## src/tvbb_pkg.sv

```systemverilog
`timescale 1ns / 1ps
// ----------------------------------------------------------------------------
// tvbb_pkg
// Types and constants for the timed-volume bang-bang controller.
// ----------------------------------------------------------------------------
package tvbb_pkg;

    // Command codes
    localparam logic [1:0] CMD_STEP   = 2'd0;
    localparam logic [1:0] CMD_TARGET = 2'd1;
    localparam logic [1:0] CMD_CLEAR  = 2'd2;

    // Motor direction codes (two's complement)
    localparam logic signed [1:0] DIR_STOP = 2'sd0;
    localparam logic signed [1:0] DIR_IN   = 2'sd1;
    localparam logic signed [1:0] DIR_OUT  = -2'sd1;

    // Configuration register map
    localparam int          PADDR_W        = 2;
    localparam logic [1:0]  ADDR_US_PER_CC = 2'd0;
    localparam logic [30:0] US_PER_CC_RST  = 31'd129948;

    // Datapath widths
    localparam int COMMIT_W = 48;
    localparam int TOTAL_W  = COMMIT_W + 1;
    localparam int DIVR_W   = 31;
    localparam int DIV_STEPS = COMMIT_W;
    localparam int CNT_W    = $clog2(DIV_STEPS);

    // Sequencer states
    typedef enum logic [2:0] {
        ST_IDLE,
        ST_LOAD,
        ST_ABS,
        ST_DIV,
        ST_FIN
    } state_t;

    // Input item
    typedef struct packed {
        logic        [1:0]  cmd;
        logic        [31:0] now_us;
        logic signed [15:0] target_cc;
    } item_t;

    // Result item
    typedef struct packed {
        logic signed [1:0]  motor_dir;
        logic signed [15:0] volume_cc;
        logic               changed;
    } result_t;

endpackage

```

## src/timed_volume_bang_bang_controller.sv

```systemverilog
`timescale 1ns / 1ps
// ----------------------------------------------------------------------------
// timed_volume_bang_bang_controller
// Dead-reckons pumped volume from motor run time and drives a three-state
// motor toward a target volume. One shared restoring divider (one quotient
// bit per cycle) turns signed run time into cc.
// ----------------------------------------------------------------------------
// Sequence: a clear command goes straight to the finish state; every other
//   command passes through sum, magnitude, 48 divider steps and finish.
// The block takes one item at a time, set by the 48-step serial divider; a
//   new item is taken once the previous result is written, which a result stall can hold off.
// Reset (rst_n low, async): state cleared, motor stopped, us_per_cc = 129948.

module timed_volume_bang_bang_controller (
    input  logic                          clk,
    input  logic                          rst_n,
    // item channel
    input  logic                          item_valid,
    output logic                          item_stall,
    input  tvbb_pkg::item_t               item,
    // result channel
    output logic                          result_valid,
    input  logic                          result_stall,
    output tvbb_pkg::result_t             result,
    // configuration port
    input  logic                          psel,
    input  logic                          penable,
    input  logic                          pwrite,
    input  logic [tvbb_pkg::PADDR_W-1:0]  paddr,
    input  logic [31:0]                   pwdata,
    output logic [31:0]                   prdata,
    output logic                          pready
);

    localparam int CW = tvbb_pkg::COMMIT_W;
    localparam int TW = tvbb_pkg::TOTAL_W;
    localparam int DW = tvbb_pkg::DIVR_W;
    localparam int NW = tvbb_pkg::CNT_W;

    // Sequencer
    tvbb_pkg::state_t state_reg, state_next;

    // Architectural state
    logic        [CW-1:0] committed_reg, committed_next;
    logic signed [1:0]    dir_reg,       dir_next;
    logic        [31:0]   seg_start_reg, seg_start_next;
    logic signed [15:0]   target_reg,    target_next;
    logic        [DW-1:0] us_per_cc_reg, us_per_cc_next;

    // Working registers
    tvbb_pkg::item_t      item_reg,  item_next;
    logic        [TW-1:0] total_reg, total_next;
    logic        [CW-1:0] quo_reg,   quo_next;
    logic        [DW-1:0] rem_reg,   rem_next;
    logic        [NW-1:0] count_reg, count_next;

    // Result register
    logic                 out_valid_reg, out_valid_next;
    tvbb_pkg::result_t    out_reg,       out_next;

    // Control
    logic                 accept;
    logic                 fin_go;
    logic                 cfg_wr;

    // Datapath nets
    logic        [DW-1:0] div_val;
    logic        [31:0]   elapsed;
    logic        [TW-1:0] live_term;
    logic                 live_cin;
    logic        [DW:0]   rem_shift;
    logic        [DW+1:0] rem_diff;
    logic                 q_bit;
    logic signed [15:0]   vol;
    logic        [16:0]   err;
    logic signed [1:0]    desired;
    logic                 is_neg;

    // ------------------------------------------------------------------------
    // Configuration port
    // ------------------------------------------------------------------------
    assign pready = 1'b1;
    assign cfg_wr = psel && penable && pwrite && pready
                    && (paddr == tvbb_pkg::ADDR_US_PER_CC);

    always_comb
    begin
        if (paddr == tvbb_pkg::ADDR_US_PER_CC)
            prdata = {1'b0, us_per_cc_reg};
        else
            prdata = '0;
    end

    always_comb
    begin
        us_per_cc_next = cfg_wr ? pwdata[DW-1:0] : us_per_cc_reg;
    end

    // A divisor of zero acts as one
    assign div_val = (us_per_cc_reg == '0) ? DW'(1) : us_per_cc_reg;

    // ------------------------------------------------------------------------
    // Sequencer: next state
    // ------------------------------------------------------------------------
    always_comb
    begin
        state_next = state_reg;
        unique case (state_reg)
            tvbb_pkg::ST_IDLE:
            begin
                if (accept)
                    state_next = (item.cmd == tvbb_pkg::CMD_CLEAR) ?
                                 tvbb_pkg::ST_FIN : tvbb_pkg::ST_LOAD;
            end
            tvbb_pkg::ST_LOAD: state_next = tvbb_pkg::ST_ABS;
            tvbb_pkg::ST_ABS:  state_next = tvbb_pkg::ST_DIV;
            tvbb_pkg::ST_DIV:
            begin
                if (count_reg == NW'(tvbb_pkg::DIV_STEPS - 1))
                    state_next = tvbb_pkg::ST_FIN;
            end
            tvbb_pkg::ST_FIN:
            begin
                if (fin_go)
                    state_next = tvbb_pkg::ST_IDLE;
            end
            default: state_next = tvbb_pkg::ST_IDLE;
        endcase
    end

    // ------------------------------------------------------------------------
    // Sequencer: outputs
    // ------------------------------------------------------------------------
    always_comb
    begin
        item_stall = (state_reg != tvbb_pkg::ST_IDLE);
        fin_go     = (state_reg == tvbb_pkg::ST_FIN) && (!out_valid_reg || !result_stall);
    end

    assign accept = item_valid && !item_stall;

    // ------------------------------------------------------------------------
    // Running total: committed + elapsed * direction (one adder, carry-in negate)
    // ------------------------------------------------------------------------
    always_comb
    begin
        elapsed  = item_reg.now_us - seg_start_reg;
        live_cin = (dir_reg == tvbb_pkg::DIR_OUT);
        if (dir_reg == tvbb_pkg::DIR_STOP)
            live_term = '0;
        else if (live_cin)
            live_term = ~{{(TW-32){elapsed[31]}}, elapsed};
        else
            live_term = {{(TW-32){elapsed[31]}}, elapsed};
    end

    // ------------------------------------------------------------------------
    // Restoring divider step
    // ------------------------------------------------------------------------
    always_comb
    begin
        rem_shift = {rem_reg, quo_reg[CW-1]};
        rem_diff  = {1'b0, rem_shift} - {2'b00, div_val};
        q_bit     = !rem_diff[DW+1];
    end

    // ------------------------------------------------------------------------
    // Finish: saturate quotient, pick direction
    // ------------------------------------------------------------------------
    always_comb
    begin
        is_neg = total_reg[TW-1];
        if (item_reg.cmd == tvbb_pkg::CMD_CLEAR)
            vol = '0;
        else if (is_neg)
            vol = (quo_reg > CW'(32768)) ? -16'sd32768 : -$signed(quo_reg[15:0]);
        else
            vol = (quo_reg > CW'(32767)) ? 16'sd32767 : $signed(quo_reg[15:0]);

        err = {target_reg[15], target_reg} - {vol[15], vol};
        if (err == '0)
            desired = tvbb_pkg::DIR_STOP;
        else if (err[16])
            desired = tvbb_pkg::DIR_OUT;
        else
            desired = tvbb_pkg::DIR_IN;
    end

    // ------------------------------------------------------------------------
    // Datapath next values
    // ------------------------------------------------------------------------
    always_comb
    begin
        item_next      = item_reg;
        total_next     = total_reg;
        quo_next       = quo_reg;
        rem_next       = rem_reg;
        count_next     = count_reg;
        committed_next = committed_reg;
        dir_next       = dir_reg;
        seg_start_next = seg_start_reg;
        target_next    = target_reg;
        out_next       = out_reg;
        out_valid_next = out_valid_reg && result_stall;

        if (accept)
            item_next = item;

        case (state_reg)
            tvbb_pkg::ST_LOAD:
            begin
                total_next = {committed_reg[CW-1], committed_reg} + live_term
                             + TW'(live_cin);
            end
            tvbb_pkg::ST_ABS:
            begin
                quo_next   = is_neg ? CW'(-total_reg) : total_reg[CW-1:0];
                rem_next   = '0;
                count_next = '0;
            end
            tvbb_pkg::ST_DIV:
            begin
                rem_next   = q_bit ? rem_diff[DW-1:0] : rem_shift[DW-1:0];
                quo_next   = {quo_reg[CW-2:0], q_bit};
                count_next = count_reg + NW'(1);
            end
            tvbb_pkg::ST_FIN:
            begin
                if (fin_go)
                begin
                    out_valid_next    = 1'b1;
                    out_next.changed  = 1'b0;
                    out_next.volume_cc = vol;
                    case (item_reg.cmd)
                        tvbb_pkg::CMD_CLEAR:
                        begin
                            out_next.changed = (dir_reg != tvbb_pkg::DIR_STOP);
                            committed_next   = '0;
                            dir_next         = tvbb_pkg::DIR_STOP;
                            seg_start_next   = '0;
                            target_next      = '0;
                        end
                        tvbb_pkg::CMD_TARGET:
                        begin
                            target_next = item_reg.target_cc;
                        end
                        tvbb_pkg::CMD_STEP:
                        begin
                            if (desired != dir_reg)
                            begin
                                if (dir_reg != tvbb_pkg::DIR_STOP)
                                    committed_next = total_reg[CW-1:0];
                                if (desired != tvbb_pkg::DIR_STOP)
                                    seg_start_next = item_reg.now_us;
                                dir_next         = desired;
                                out_next.changed = 1'b1;
                            end
                        end
                        default: ;
                    endcase
                    out_next.motor_dir = dir_next;
                end
            end
            default: ;
        endcase
    end

    // ------------------------------------------------------------------------
    // Registers
    // ------------------------------------------------------------------------
    always_ff @(posedge clk or negedge rst_n)
    begin
        if (!rst_n)
        begin
            state_reg     <= tvbb_pkg::ST_IDLE;
            committed_reg <= '0;
            dir_reg       <= tvbb_pkg::DIR_STOP;
            seg_start_reg <= '0;
            target_reg    <= '0;
            us_per_cc_reg <= tvbb_pkg::US_PER_CC_RST;
            out_valid_reg <= 1'b0;
            count_reg     <= '0;
        end
        else
        begin
            state_reg     <= state_next;
            committed_reg <= committed_next;
            dir_reg       <= dir_next;
            seg_start_reg <= seg_start_next;
            target_reg    <= target_next;
            us_per_cc_reg <= us_per_cc_next;
            out_valid_reg <= out_valid_next;
            count_reg     <= count_next;
        end
    end

    always_ff @(posedge clk)
    begin
        item_reg  <= item_next;
        total_reg <= total_next;
        quo_reg   <= quo_next;
        rem_reg   <= rem_next;
        out_reg   <= out_next;
    end

    assign result_valid = out_valid_reg;
    assign result       = out_reg;

    // ------------------------------------------------------------------------
    // Assertions
    // ------------------------------------------------------------------------
    a_result_from_fin: assert property (@(posedge clk) disable iff (!rst_n)
        $rose(out_valid_reg) |-> $past(state_reg) == tvbb_pkg::ST_FIN)
        else $error("result appeared without a finish step");

    a_div_count: assert property (@(posedge clk) disable iff (!rst_n)
        state_reg == tvbb_pkg::ST_DIV |-> count_reg < NW'(tvbb_pkg::DIV_STEPS))
        else $error("divider step count out of range");

    a_rem_bound: assert property (@(posedge clk) disable iff (!rst_n)
        state_reg == tvbb_pkg::ST_DIV |-> rem_reg < div_val)
        else $error("partial remainder not below divisor");

    a_dir_code: assert property (@(posedge clk) disable iff (!rst_n)
        dir_reg != 2'b10)
        else $error("invalid motor direction code");

    a_clear: assert property (@(posedge clk) disable iff (!rst_n)
        fin_go && item_reg.cmd == tvbb_pkg::CMD_CLEAR
        |=> dir_reg == tvbb_pkg::DIR_STOP && committed_reg == '0)
        else $error("clear command left state behind");

endmodule

```

## config.mk

```make
export PLATFORM = sky130hd
export DESIGN_NAME = timed_volume_bang_bang_controller
export DESIGN_NICKNAME = d
export VERILOG_FILES = /design/src/tvbb_pkg.sv /design/src/timed_volume_bang_bang_controller.sv
export SDC_FILE = /design/constraint.sdc
export NUM_CORES = 1
export LEC_CHECK = 0
export ABC_AREA = 1
export BUFFER_PORTS_ARGS = -buffer_cell sky130_fd_sc_hd__buf_4
export CAP_MARGIN = 30
export CORE_MARGIN = 1
export CORE_UTILIZATION = 32
export CTS_CLUSTER_SIZE = 10
export DETAILED_ROUTE_END_ITERATION = 6
export HOLD_SLACK_MARGIN = 0.03
export SLEW_MARGIN = 20
export SYNTH_ARGS = -nofsm -noshare
export SYNTH_HDL_FRONTEND = slang
export SYNTH_SLANG_ARGS = --single-unit
```

## constraint.sdc

```tcl
create_clock -name clk -period 5.6 [get_ports clk]
set_input_delay 1.12 -clock clk [delete_from_list [all_inputs] [get_ports clk]]
set_output_delay 1.12 -clock clk [all_outputs]
set_load 0.005 [all_outputs]
```

==> results_dict.tcl <==
set metrics [dict create \
    nets 3263 \
    ys_warn_count 0 \
    r2r_slack_ns 0.55 \
    hold_path_class "in -> async" \
    reg2regPathDepth 29 \
    crit_end "result[0]" \
    postSynthAreaPerCell_um2 7.822 \
    cts_tree "built" \
    synthMostInstantiatedCell "nand2_1" \
    failed_checks "DRC" \
    p_leak_nw 12.29 \
    multiInputGateArea_um2 11670 \
    path_clk_slew_ns 0.06 \
    finalCritPeriodShare 0.9020 \
    synth-edff-count 197 \
    maxSlewHeadroom 0.3181 \
    dieArea_um2 72150 \
    hold_buffers 0 \
    start_util 0.3243 \
    synth_compound_gate_area_share 0.1363 \
    htreeDepth 2 \
    synth_top_family_by_area "simple AND/OR/NAND/NOR gates" \
    syn2layout_area_growth_pct 15.24 \
    route.detailed.drc 1 \
    clock_latency_ns 0.59 \
    antenna_found_initial 0 \
    synth.area.top_cells "edfxtp_1 (26%), dfrtp_1 (14%), nand2_1 (10%), ha_1 (7.2%), inv_1 (5.8%)" \
    max-cap-violations 0 \
    largest_reg_flops 50 \
    final_max_slew_viol_count 0 \
    n_antenna_cell 0 \
    critPathRequiredTime_ns 5.91 \
    crit_type "reg -> reg" \
    outcome "complete, but fails checks" \
    wl_per_cell_um 15.36 \
    routed_wl_um 61590 \
    crit_top_cell "nand2_1" \
    slowest_stage "edfxtp_1" \
    synth_nets 3134 \
    timing.rr.end "result[0]" \
    cts.sinks 336 \
    synth-seq-cells 336 \
    coreArea_um2 70150 \
    viasPerCell 4.927 \
    reg2reg_from "quo_reg[1]" \
    clock_skew_ns 0.02621 \
    synth_adder_area_share 0.07558 \
    worstPathArrival_ns 5.36 \
    globalRouteOverflowTotal 0 \
    fin_tns_setup_ns 0 \
    crit_fanout 31 \
    start_kind "register" \
    worst_pin_slew_ns 1.023 \
    max_stage_delay_ns 0.42 \
    io_buffers 141 \
    netlist_area_um2 22750 \
    grtUsageTotal 0.1712 \
    ys_seq_area_frac 0.4136 \
    cts_setup_buffers 0 \
    drtIter0Drc 1230 \
    via_count 19760 \
    synth_top_area_share 0.2601 \
    filler_cell_count 7423 \
    pin_count 145 \
    syn-instance-count 2908 \
    cts_buffers 43 \
    drive_gt1_frac 0.08762 \
    end_kind "register" \
    synth.distinct_cells 54 \
    timing.hold.ws_ns 0.4663 \
    cts-root-buf "clkbuf_16" \
    async_flop_share 0.4137 \
    ir_drop_mv 0.2310 \
    clockBufferDepth 3 \
    synth_xor_area_frac 0.05506 \
    rows 97 \
    synth-main-ff-cell "edfxtp_1" \
    p_per_area_nw_per_um2 302.7 \
    dpl.hpwl_um 46040 \
    synthTopCellsByCount "nand2_1 (636), inv_1 (351), nor2_1 (325)" \
    hold_viol_final 0 \
    grt_pass1_vias 19320 \
    die_x_um 268.6 \
    seq_area_um2 9409 \
    setup-violations-final 0 \
    die-height_um 268.6 \
    post_cts_resize_count 0 \
    drtPass1Iterations 7 \
    rsz0062_at_grt "false" \
    yosys.area_share.simple 0.2437 \
    ant_nets 0 \
    grt_pass1_wl_um 100100 \
    routabilityCongestion 0.9103 \
    grt_max_degree 87 \
    startpoint "quo_reg[1]" \
    synth_top_area_cell "edfxtp_1" \
    timing.fmax_mhz 198.0 \
    synth_mux_area_frac 0 \
    fin_crit_ns 5.051 \
]
[where the power goes]
part / total (mW) / internal (mW) / switching, mW
combinational: 2.15 / 0.819 / 1.33
clock: 2.63 / 1.50 / 1.13
sequential: 3.15 / 2.98 / 0.166
[worst max-delay path, delay by kind of cell (launching register included)]
family	cells	cell delay [ns]
AND/OR/NAND/NOR	22	2.99
adder cells (fa/ha/maj)	2	0.59
buffers and inverters	3	0.44
flip-flops	1	0.42
AO/OA/AOI/OAI	2	0.33
[how the worst min path moves through the flow]
stage | from | to | slack, ns | cells after the start
after floorplan | seg_start_reg[10] | seg_start_reg[10] | 0.44 | 2
after global placement | seg_start_reg[4] | seg_start_reg[4] | 0.45 | 2
after detailed placement | seg_start_reg[21] | seg_start_reg[21] | 0.46 | 2
after CTS | seg_start_reg[21] | seg_start_reg[21] | 0.47 | 2
after global routing | seg_start_reg[21] | seg_start_reg[21] | 0.49 | 2
final | rst_n | target_reg[0] | 0.47 | 1
[logic make-up (layout without fill, tap and decap cells)]
logic type,after synthesis,in the layout
flip-flops,336,336
XOR/XNOR,143,143
adder cells (fa/ha/maj),135,135
AO/OA/AOI/OAI,557,557
AND/OR/NAND/NOR,1294,1294
buffers and inverters,441,603
other,2,2
[stage by stage]
stage	instances	worst slack (ns)	area (um2)	utilization	total power [mW]
after floorplan	2908	1.396	22750	-	4.741
after global placement	3930	0.6899	24880	0.3547	5.301
after detailed placement	3930	0.5639	24880	0.3547	5.332
after CTS	4008	0.5570	26190	0.3733	8.005
after global routing	4010	0.03712	26210	0.3737	8.437
final	4010	0.5489	26210	0.3737	7.934
[area by class of cell]
type                    count  share of cell area
multi-input cells        2131              0.4453
flip-flops and latches    336              0.3590
inverters                 354             0.05069
repair buffers            171             0.05036
clock buffers              68             0.04654
well taps                 940             0.04487
clock inverters            10            0.003341
[cell usage in the layout (no fill, tap or decap), types with 20 or more instances in the layout]
cell type / n
a21oi_1: 238
a31oi_1: 46
buf_4: 167
clkbuf_1: 20
clkbuf_16: 43
dfrtp_1: 127
edfxtp_1: 197
ha_1: 130
inv_1: 351
nand2_1: 635
nand3_1: 104
nand4_1: 119
nor2_1: 322
nor3_1: 42
nor4_1: 32
o21ai_0: 179
xnor2_1: 51
xor2_1: 92
[routing by layer]
layer | GRT usage | up-vias | wire [um]
li1 | - | 10110 | -
met1 | 0.2282 | 9200 | 29140
met2 | 0.2885 | 356 | 28340
met3 | 0.02539 | 87 | 2762
met4 | 0.04484 | 0 | 1340
met5 | 0 | - | 0
Note: power is estimated with default switching activity, not from simulation.
